File: src/hdl/utf8vc_pkg.sv
// utf8vc_pkg: types, codes and constants for the utf-8 validate and count unit
// used by hdl/utf8_validate_and_count_unit.sv, depends on nothing

package utf8vc_pkg;

   // width of the internal code point counter, it saturates at all ones
   localparam int COUNT_WIDTH     = 16;
   localparam int RSP_COUNT_WIDTH = 16;
   localparam int RSP_COUNT_MAX   = (1 << RSP_COUNT_WIDTH) - 1;
   localparam int WIDE_COUNT_WIDTH =
      (COUNT_WIDTH > RSP_COUNT_WIDTH) ? COUNT_WIDTH : RSP_COUNT_WIDTH;

   // error kinds
   localparam logic [1:0] ERR_NONE  = 2'd0;
   localparam logic [1:0] ERR_LEAD  = 2'd1;
   localparam logic [1:0] ERR_CONT  = 2'd2;
   localparam logic [1:0] ERR_TRUNC = 2'd3;

   // narrowed ranges for the first continuation byte
   localparam logic [2:0] RULE_NONE  = 3'd0;
   localparam logic [2:0] RULE_A0_BF = 3'd1;
   localparam logic [2:0] RULE_80_9F = 3'd2;
   localparam logic [2:0] RULE_90_BF = 3'd3;
   localparam logic [2:0] RULE_80_8F = 3'd4;

   typedef struct packed {
      logic [7:0] data_byte;
      logic       last;
   } req_type;

   typedef struct packed {
      logic                       valid_res;
      logic [1:0]                 error_kind;
      logic [RSP_COUNT_WIDTH-1:0] codepoint_count;
   } rsp_type;

endpackage

File: src/hdl/utf8_validate_and_count_unit.sv
// utf8_validate_and_count_unit: streaming utf-8 checker and code point counter
// depends on hdl/utf8vc_pkg.sv

// One byte of a string is taken per transfer on req_, the final byte flagged
// by last. Every byte is checked in the cycle it arrives: the next parser
// state is computed in one short combinational pass from the byte and the
// state registers, so a byte is accepted every clock while req_ready is high.
// Only a last byte yields a result; it lands in the rsp_ output register in
// the cycle after its transfer, carrying validity, the first error seen (bad
// lead, bad continuation, truncated) and the saturated count of code points
// started. The parser state then clears for the next string.
// req_ready stays high while the output register is empty or being taken.

module utf8_validate_and_count_unit
   import utf8vc_pkg::*;
(
   input  logic    clock,
   input  logic    reset,
   input  logic    req_valid,
   output logic    req_ready,
   input  req_type req_data,
   output logic    rsp_valid,
   input  logic    rsp_ready,
   output rsp_type rsp_data
);

   logic [1:0]             pend_ff, pend_in;
   logic [2:0]             rule_ff, rule_in;
   logic [1:0]             err_ff, err_in;
   logic [COUNT_WIDTH-1:0] cnt_ff, cnt_in;
   logic                   rsp_valid_ff, rsp_valid_in;
   rsp_type                rsp_data_ff, rsp_data_in;

   logic                        req_xfer;
   logic [7:0]                  b;
   logic                        range_ok;
   logic                        cont_ok;
   logic                        take_lead;
   logic [1:0]                  lead_pend;
   logic [2:0]                  lead_rule;
   logic                        lead_bad;
   logic [1:0]                  err_step;
   logic [1:0]                  err_final;
   logic [WIDE_COUNT_WIDTH-1:0] cnt_wide;

   assign req_ready = !rsp_valid_ff || rsp_ready;
   assign req_xfer  = req_valid && req_ready;
   assign b         = req_data.data_byte;

   // narrowed range check for the first continuation
   always_comb begin
      unique case (rule_ff)
         RULE_A0_BF: range_ok = (b >= 8'hA0) && (b <= 8'hBF);
         RULE_80_9F: range_ok = (b <= 8'h9F);
         RULE_90_BF: range_ok = (b >= 8'h90) && (b <= 8'hBF);
         RULE_80_8F: range_ok = (b <= 8'h8F);
         default:    range_ok = 1'b1;
      endcase
   end

   assign cont_ok   = ((b & 8'hC0) == 8'h80) && range_ok;
   assign take_lead = (pend_ff == 2'd0) || !cont_ok;

   // lead byte decode
   always_comb begin
      lead_pend = 2'd0;
      lead_rule = RULE_NONE;
      lead_bad  = 1'b0;
      priority if (b < 8'h80) begin
         lead_pend = 2'd0;
      end else if ((b >= 8'hC2) && (b <= 8'hDF)) begin
         lead_pend = 2'd1;
      end else if ((b & 8'hF0) == 8'hE0) begin
         lead_pend = 2'd2;
         if (b == 8'hE0) lead_rule = RULE_A0_BF;
         else if (b == 8'hED) lead_rule = RULE_80_9F;
      end else if (((b & 8'hF8) == 8'hF0) && (b <= 8'hF4)) begin
         lead_pend = 2'd3;
         if (b == 8'hF0) lead_rule = RULE_90_BF;
         else if (b == 8'hF4) lead_rule = RULE_80_8F;
      end else begin
         lead_bad = 1'b1;
      end
   end

   always_comb begin
      err_step = err_ff;
      if ((pend_ff != 2'd0) && !cont_ok && (err_step == ERR_NONE)) begin
         err_step = ERR_CONT;
      end
      if (take_lead) begin
         pend_in = lead_pend;
         rule_in = lead_rule;
         cnt_in  = (cnt_ff == '1) ? cnt_ff : cnt_ff + COUNT_WIDTH'(1);
         if (lead_bad && (err_step == ERR_NONE)) begin
            err_step = ERR_LEAD;
         end
      end else begin
         pend_in = pend_ff - 2'd1;
         rule_in = RULE_NONE;
         cnt_in  = cnt_ff;
      end
      err_in    = err_step;
      err_final = err_step;
      if ((pend_in != 2'd0) && (err_final == ERR_NONE)) begin
         err_final = ERR_TRUNC;
      end
   end

   assign cnt_wide = WIDE_COUNT_WIDTH'(cnt_in);

   always_comb begin
      rsp_valid_in = rsp_valid_ff && !rsp_ready;
      rsp_data_in  = rsp_data_ff;
      if (req_xfer && req_data.last) begin
         rsp_valid_in                = 1'b1;
         rsp_data_in.valid_res       = (err_final == ERR_NONE);
         rsp_data_in.error_kind      = err_final;
         rsp_data_in.codepoint_count =
            (cnt_wide > WIDE_COUNT_WIDTH'(RSP_COUNT_MAX)) ? '1
                                                          : cnt_wide[RSP_COUNT_WIDTH-1:0];
      end
   end

   always_ff @(posedge clock) begin
      if (reset) begin
         pend_ff      <= 2'd0;
         rule_ff      <= RULE_NONE;
         err_ff       <= ERR_NONE;
         cnt_ff       <= '0;
         rsp_valid_ff <= 1'b0;
      end else begin
         rsp_valid_ff <= rsp_valid_in;
         if (req_xfer) begin
            if (req_data.last) begin
               pend_ff <= 2'd0;
               rule_ff <= RULE_NONE;
               err_ff  <= ERR_NONE;
               cnt_ff  <= '0;
            end else begin
               pend_ff <= pend_in;
               rule_ff <= rule_in;
               err_ff  <= err_in;
               cnt_ff  <= cnt_in;
            end
         end
      end
   end

   always_ff @(posedge clock) begin
      rsp_data_ff <= rsp_data_in;
   end

   assign rsp_valid = rsp_valid_ff;
   assign rsp_data  = rsp_data_ff;

   // validity flag agrees with the error kind
   assert property (@(posedge clock) disable iff (reset)
      rsp_valid |-> (rsp_data.valid_res == (rsp_data.error_kind == ERR_NONE)))
      else $error("valid_res disagrees with error_kind");

   // a string end clears the parser
   assert property (@(posedge clock) disable iff (reset)
      (req_xfer && req_data.last) |=>
         (pend_ff == 2'd0) && (err_ff == ERR_NONE) && (cnt_ff == '0))
      else $error("state not cleared after last byte");

   // a new result only follows a last byte transfer
   assert property (@(posedge clock) disable iff (reset)
      $rose(rsp_valid) |-> $past(req_xfer && req_data.last))
      else $error("result without last byte");

   // a narrowed range is only armed with continuations pending
   assert property (@(posedge clock) disable iff (reset)
      (rule_ff != RULE_NONE) |-> (pend_ff != 2'd0))
      else $error("range rule armed with nothing pending");

endmodule
File: config.mk
export PLATFORM = sky130hd
export DESIGN_NAME = utf8_validate_and_count_unit
export DESIGN_NICKNAME = d
export VERILOG_FILES = /design/src/hdl/utf8vc_pkg.sv /design/src/hdl/utf8_validate_and_count_unit.sv
export SDC_FILE = /design/constraint.sdc
export NUM_CORES = 1
export LEC_CHECK = 0
export BUFFER_PORTS_ARGS = -buffer_cell sky130_fd_sc_hd__buf_4
export CAP_MARGIN = 20
export CELL_PAD_IN_SITES_DETAIL_PLACEMENT = 0
export CELL_PAD_IN_SITES_GLOBAL_PLACEMENT = 1
export CORE_ASPECT_RATIO = 0.8
export CORE_UTILIZATION = 46
export DETAILED_ROUTE_END_ITERATION = 12
export PLACE_DENSITY_LB_ADDON = 0.25
export REMOVE_ABC_BUFFERS = 1
export SLEW_MARGIN = 10
export SYNTH_ARGS = -nofsm -noshare
export SYNTH_HDL_FRONTEND = slang
export SYNTH_SLANG_ARGS = --single-unit
File: constraint.sdc
create_clock -name clock -period 2.9 [get_ports clock]
set_input_delay 0.145 -clock clock [delete_from_list [all_inputs] [get_ports clock]]
set_output_delay 0.145 -clock clock [all_outputs]
set_load 0.1 [all_outputs]
Word-level counts from Yosys, hierarchy flattened
Cells that the tools add are included.
{ "op_classes": {"reduce_logical": 24, "order_cmp": 10, "n_eq_ne": 12, "n_mux": 30, "n_addsub": 2} }
{ "ops": {"columns": ["operator", "n"], "rows": [
  ["16-bit two-way mux", 3],
  ["8-bit less-or-equal comparator (second input constant)", 5],
  ["8-bit equality test (second input constant)", 4],
  ["2-bit two-way mux", 13],
  ["8-bit greater-or-equal comparator (second input constant)", 3],
  ["3-bit two-way mux", 8],
  ["16-bit by 1-bit adder with 16-bit output (second input constant)", 1],
  ["16-bit equality test (second input constant)", 1],
  ["16-bit > comparator (second input constant)", 1],
  ["1-bit logical AND", 12],
  ["2-bit zero test", 5],
  ["8-bit less-than comparator (second input constant)", 1],
  ["3-bit by 2-bit equality test with 1-bit output (second input constant)", 2],
  ["5-bit equality test (second input constant)", 1],
  ["1-bit two-way mux", 5],
  ["4-bit equality test (second input constant)", 1],
  ["1-bit case mux with 4 select lines", 1],
  ["2-bit nonzero test", 2],
  ["3-bit by 1-bit equality test with 1-bit output (second input constant)", 1],
  ["3-bit equality test (second input constant)", 1],
  ["1-bit zero test", 3],
  ["2-bit equality test (second input constant)", 1],
  ["1-bit logical OR", 2],
  ["2-bit by 1-bit subtractor with 2-bit output (second input constant)", 1]
]} }
{ "word_totals": {"register_bits": 43, "word_cells": 86, "in_bits": 13, "output_inout_bits": 21} }

Depth between registers and ports, before layout
{ "logic_depth": {"word_depth": 16, "mapped_depth": 8, "depth_no_buf": 6} }

Least setup slack after synthesis
Ideal clock, no wire load.
{ "synth_timing": {"kind": "reg2reg", "startpoint": "reg rsp_valid_ff (netlist: rsp_valid)", "endpoint": "reg rsp_data_ff, in the netlist rsp_data[0] (enable)", "setup_time_ps": 331, "t_required_ps": 2569, "t_arrival_ps": 2618, "path_slack_ps": -49, "n_path_buf": 0, "period_less_slack_ps": 2949, "stages_incl_launch_ff": 5, "cell_sequence": "dfxtp_1 -> nand2b_1 -> and2_1 -> nand2_1 -> inv_1"} }
{ "synth_between": {"elab_chain_len": 4} }
{ "synth_rtl": {"columns": ["element", "line", "source"], "rows": [
  ["start: declaration", "utf8_validate_and_count_unit.sv:31", "logic rsp_valid_ff, rsp_valid_in;"],
  ["start signal: assignment", "utf8_validate_and_count_unit.sv:133", "rsp_valid_ff <= rsp_valid_in;"],
  ["1-bit zero test", "utf8_validate_and_count_unit.sv:46", "assign req_ready = !rsp_valid_ff || rsp_ready;"],
  ["1-bit logical OR", "utf8_validate_and_count_unit.sv:46", null],
  ["named net req_ready", "utf8_validate_and_count_unit.sv:20", "output logic req_ready,"],
  ["1-bit logical AND", "utf8_validate_and_count_unit.sv:47", "assign req_xfer = req_valid && req_ready;"],
  ["1-bit logical AND", "utf8_validate_and_count_unit.sv:115", "if (req_xfer && req_data.last) begin"],
  ["end signal: assignment", "utf8_validate_and_count_unit.sv:151", "rsp_data_ff <= rsp_data_in;"],
  ["end: declaration", "utf8_validate_and_count_unit.sv:32", "rsp_type rsp_data_ff, rsp_data_in;"]
]} }
The timed path passes the listed nets, and every way through them passes these cells.
A chain may end at the register's enable or synchronous reset.

Final worst setup path
{ "layout_timing": {"startpoint": "reg rule_ff[2]", "endpoint": "reg rsp_data_ff, in the netlist rsp_data[1] (data pin)"} }
{ "layout_between": {"elab_chain_len": 7, "elab_cells_between_ends": 10, "classes_between": "order compare (1); eq/ne (4); mux (2); reduce/logical (3)"} }
{ "layout_rtl": {"columns": ["element", "line", "source"], "rows": [
  ["start: declaration", "utf8_validate_and_count_unit.sv:28", "logic [2:0] rule_ff, rule_in;"],
  ["start signal: assignment", "utf8_validate_and_count_unit.sv:142", "rule_ff <= rule_in;"],
  ["3-bit equality test, or another cell as far along", "utf8_validate_and_count_unit.sv:52", "unique case (rule_ff)"],
  ["1-bit case mux with 4 select lines (*)", "utf8_validate_and_count_unit.sv:52", null],
  ["1-bit logical AND (*)", "utf8_validate_and_count_unit.sv:61", "assign cont_ok = ((b & 8'hC0) == 8'h80) && range_ok;"],
  ["1-bit zero test (*)", "utf8_validate_and_count_unit.sv:62", "assign take_lead = (pend_ff == 2'd0) || !cont_ok;"],
  ["1-bit logical OR (*)", "utf8_validate_and_count_unit.sv:62", null],
  ["16-bit two-way mux (*)", "utf8_validate_and_count_unit.sv:91", "if (take_lead) begin"],
  ["named net cnt_in[1]", "utf8_validate_and_count_unit.sv:30", "logic [COUNT_WIDTH-1:0] cnt_ff, cnt_in;"],
  ["16-bit > comparator", "utf8_validate_and_count_unit.sv:120", "(cnt_wide > WIDE_COUNT_WIDTH'(RSP_COUNT_MAX)) ? '1"]
]} }
Mark *: on every way through the listed nets, which the timed path passes. The rest lies on a longest branch.

==> results.rst <==
.. list-table::
   :header-rows: 1

   * - Metric
     - Value
   * - Slew at the pin with the worst max-slew slack
     - 730.0 ps
   * - Unrepaired setup endpoints after global routing
     - false
   * - Via count of the first global-routing pass
     - 2012
   * - Post-route clock skew
     - 7.418 ps
   * - Origin of the critical flop-to-flop path
     - rule_ff[2]
   * - Hold Path Cell Cnt
     - 3
   * - Class of the worst hold path
     - input port to flip-flop
   * - Initial antenna violation count
     - 0
   * - Std cell rows
     - 23
   * - Fraction of synthesis flops using an asynchronous set or reset pin
     - 0
   * - Total number of vias
     - 2152
   * - Slowest stage delay, CP
     - 700 ps
   * - Buffers inserted during post-CTS setup optimization
     - 0
   * - Boundary pin count
     - 34
   * - First-pass GRT wire length
     - 9687 um
   * - Startpoint type of the worst setup path
     - flip-flop
   * - Pin count of the biggest net entering global routing
     - 27
   * - Antenna diode count
     - 0
   * - Kind of end point of the critical path
     - flip-flop
   * - Chip width
     - 82.90 um
   * - Clock net sink count
     - 43
   * - Count of H-tree levels built during CTS
     - 2
   * - Cts hold-fix bufs
     - 0
   * - Smallest setup slack after layout
     - 475.0 ps
   * - Number of flops mapped to enable cells by yosys
     - 19
   * - Number of cells on the critical path
     - 5
   * - Fraction of the yosys area taken by sequential cells
     - 0.4364
   * - Global-route track usage on met2
     - 0.3473
   * - Number of buffer and inverter stages on the critical path
     - 0
   * - Area enclosed by the die boundary
     - 5531 um^2
   * - Timing startpoint of the critical path
     - rule_ff[2]
   * - Buffer levels on the longest clock path
     - 2
   * - Syn_area_per_cell
     - 8.855 um^2
   * - Clock latency reported for the late side of the worst-skew pair
     - 300 ps
   * - Total wire length after detailed routing
     - 5870 um
   * - Final-report hold violation count
     - 0
   * - Met1 capacity usage during global routing
     - 0.3174
   * - Congestion Overflow GR
     - 0
   * - Storage cell area
     - 1051 um^2
   * - Kind of cell adding the most delay to the critical path
     - simple AND/OR/NAND/NOR gates
   * - Most used flip-flop cell after synthesis
     - sky130_fd_sc_hd__dfxtp_1
   * - Critical path arrival
     - 2470 ps
   * - Root buffer selected by CTS
     - sky130_fd_sc_hd__clkbuf_8
   * - Syn. warnings
     - 0
   * - Post-CTS Resized
     - 0
   * - Area used by multi-input combinational logic
     - 1232 um^2
   * - Peak ir drop on the vdd network
     - 0.3162 mV
   * - Total of fill cells in the finished design
     - 478
   * - Most Crowded Layer GR
     - met2
   * - Fraction of layout cells with a size suffix above 1
     - 0.1812
   * - Mean routed wirelength per cell
     - 16.31 um
   * - Effective utilization at floorplan
     - 0.4783
   * - Leakage component of the power
     - 0.9769 nW
   * - CTS tree
     - done
   * - All-layer global routing usage
     - 0.2279
   * - Power per cell area
     - 449.0 nW/um^2
   * - Number of detailed-route iterations in the first pass
     - 5
   * - Number of design-rule violations left by the first detailed-router iteration
     - 194
   * - CP endpoint
     - rsp_data[1]
   * - Max Cap Violations
     - 0
   * - Chain of cells forming the critical path
     - nor4bb_1 -> nor4b_1 -> o211a_1 -> nor2_1 -> mux2_2
   * - Met3 global-route usage
     - 0.06196
   * - Post-route non-filler standard cell count
     - 360
   * - Area of the core region
     - 5036 um^2
   * - Cell taking the most area after synthesis
     - sky130_fd_sc_hd__edfxtp_1
   * - Sum of net half-perimeters after detailed placement
     - 4007 um
   * - Buffers on Ports
     - 33
   * - Synth top area share
     - 0.2369
   * - Fin crit share
     - 0.8362
   * - Reg2Reg Setup Slack
     - 470 ps
   * - Final-report setup violation count
     - 0
   * - Die Span Y
     - 66.72 um
   * - Maximum clock frequency
     - 0.4124 GHz
   * - Remaining routing DRC violations
     - 0
   * - Net count, final
     - 312
   * - Result of the run
     - finished, final reports clean
   * - Synthesis-stage register bit count
     - 43
   * - Worst endpoint required time
     - 2950 ps
   * - Number of antenna-violating nets in the routed design
     - 0
   * - Routability congestion estimate
     - 0.8833
   * - Post-place setup slack
     - 521.4 ps
   * - Area growth from synthesis to final layout
     - 14.65%
   * - Slew Viols, Final
     - 0
   * - Clock slew at reported path FFs
     - 80 ps
   * - Placed cell count
     - 352
   * - Hold path start
     - req_data[5]
   * - Crit-path slowest cell
     - sky130_fd_sc_hd__o211a_1
   * - Ratio of routed vias to standard cells
     - 5.978
   * - Final critical-path required period
     - 2425 ps
   * - TritonCTS buffer count
     - 5
   * - Depth of the most critical reg-to-reg path
     - 5
   * - Netlist cell types
     - 54
   * - Largest fanout on the critical path
     - 23
   * - R2r endpoint
     - rsp_data[1]
   * - Number of standard cells after synthesis
     - 272
   * - Slew Limit Headroom
     - 0.5122
   * - Top cells by area, synth
     - sky130_fd_sc_hd__edfxtp_1 (24%), sky130_fd_sc_hd__dfxtp_1 (20%), sky130_fd_sc_hd__nand2_1 (4.5%)
   * - Cell Area, Synth
     - 2409 um^2
   * - Start-to-end type of the worst setup path
     - flip-flop to flip-flop
[report_power, final]
group / switching [mW] / internal [mW] / leakage [nW]
Sequential: 0.00650 / 0.648 / 0.374
Clock: 0.207 / 0.168 / 0.0412
Combinational: 0.161 / 0.0494 / 0.562
[worst min path at each step]
| stage | endpoint | slack (ps) |
|---|---|---|
| 6_report | rule_ff[2] | 160 |
| 2_1_floorplan | cnt_ff[1] | 210 |
| 4_1_cts | rule_ff[2] | 150 |
| 3_3_place_gp | pend_ff[1] | 460 |
| 3_5_place_dp | rule_ff[2] | 470 |
| 5_1_grt | rule_ff[2] | 150 |
[kinds of logic (layout without fill, tap and decap cells)]
group,count (synthesis),after routing,share of synthesized area
simple gates,125,125,0.2738
compound gates,60,60,0.1782
flops,43,43,0.4364
buf+inv,29,55,0.05195
xor+xnor,11,11,0.04000
fa+ha+maj,2,2,0.01039
mux,2,2,0.009350
[synth_stat cells (4+ instances only)]
library cell               count
sky130_fd_sc_hd__a21oi_1      10
sky130_fd_sc_hd__a31oi_1      14
sky130_fd_sc_hd__and3_1        4
sky130_fd_sc_hd__buf_2         4
sky130_fd_sc_hd__clkbuf_1     11
sky130_fd_sc_hd__dfxtp_1      24
sky130_fd_sc_hd__edfxtp_1     19
sky130_fd_sc_hd__inv_1        10
sky130_fd_sc_hd__nand2_1      29
sky130_fd_sc_hd__nand3_1      17
sky130_fd_sc_hd__nand4_1      12
sky130_fd_sc_hd__nor2_1       26
sky130_fd_sc_hd__nor3_1        9
sky130_fd_sc_hd__o211ai_1      4
sky130_fd_sc_hd__o21a_1        4
sky130_fd_sc_hd__o21ai_0       5
sky130_fd_sc_hd__o311ai_0      6
sky130_fd_sc_hd__xnor2_1       8
[registers in the layout, summed over array words and instances (netlist names)]
name       flops
pend_ff        2
rsp_valid      1
err_ff         2
cnt_ff        16
rsp_data      19
rule_ff        3
[metal layers]
| metal | share of wire | vias to the layer above | wire, um |
|---|---|---|---|
| li1 | - | 1067 | - |
| met1 | 0.52 | 996 | 3038 |
| met2 | 0.41 | 79 | 2396 |
| met3 | 0.059 | 10 | 345 |
| met4 | 0.015 | 0 | 89 |
| met5 | 0 | - | 0 |
[through the flow]
step	TNS, ps	hold slack, ps	area, um^2	utilization	total power [mW]
CTS	0	148.7	2761	0.5483	1.257
global route	0	153.9	2761	0.5483	1.288
finish	0	160.8	2761	0.5483	1.240
floorplan	-3507	214.1	2321	-	0.8137
detailed placement	0	471.0	2676	0.5314	0.8787
global placement	0	458.0	2676	0.5314	0.8786
[cell type report]
cell class                 instances  area share
timing repair buffer              37      0.1006
tap                               62     0.02809
inverter                          10     0.01359
sequential                        43      0.3806
clock inverter                     2    0.004531
multi-input combinational        200      0.4463
clock buffer                       6     0.02628
[worst reg2reg max path: cells and delay by family (launching register included)]
| kind | cells | cell delay (ps) |
|---|---|---|
| simple gates | 3 | 750 |
| compound gates | 1 | 700 |
| flops | 1 | 400 |
| mux | 1 | 330 |
[placed cells by master (no fill, tap or decap), types with 4 or more instances in the layout]
| master | Yosys | routed |
|---|---|---|
| sky130_fd_sc_hd__and3_1 | 4 | 4 |
| sky130_fd_sc_hd__dfxtp_1 | 24 | 24 |
| sky130_fd_sc_hd__nor2_1 | 26 | 26 |
| sky130_fd_sc_hd__nand4_1 | 12 | 12 |
| sky130_fd_sc_hd__edfxtp_1 | 19 | 19 |
| sky130_fd_sc_hd__clkbuf_8 | 0 | 5 |
| sky130_fd_sc_hd__o211ai_1 | 4 | 4 |
| sky130_fd_sc_hd__a21oi_1 | 10 | 10 |
| sky130_fd_sc_hd__nand2_1 | 29 | 29 |
| sky130_fd_sc_hd__buf_4 | 0 | 37 |
| sky130_fd_sc_hd__nand3_1 | 17 | 17 |
| sky130_fd_sc_hd__inv_1 | 10 | 10 |
| sky130_fd_sc_hd__o21ai_0 | 5 | 5 |
| sky130_fd_sc_hd__o311ai_0 | 6 | 6 |
| sky130_fd_sc_hd__xnor2_1 | 8 | 8 |
| sky130_fd_sc_hd__nor3_1 | 9 | 9 |
| sky130_fd_sc_hd__o21a_1 | 4 | 4 |
| sky130_fd_sc_hd__a31oi_1 | 14 | 14 |
Power figures use the tool's default switching activity.
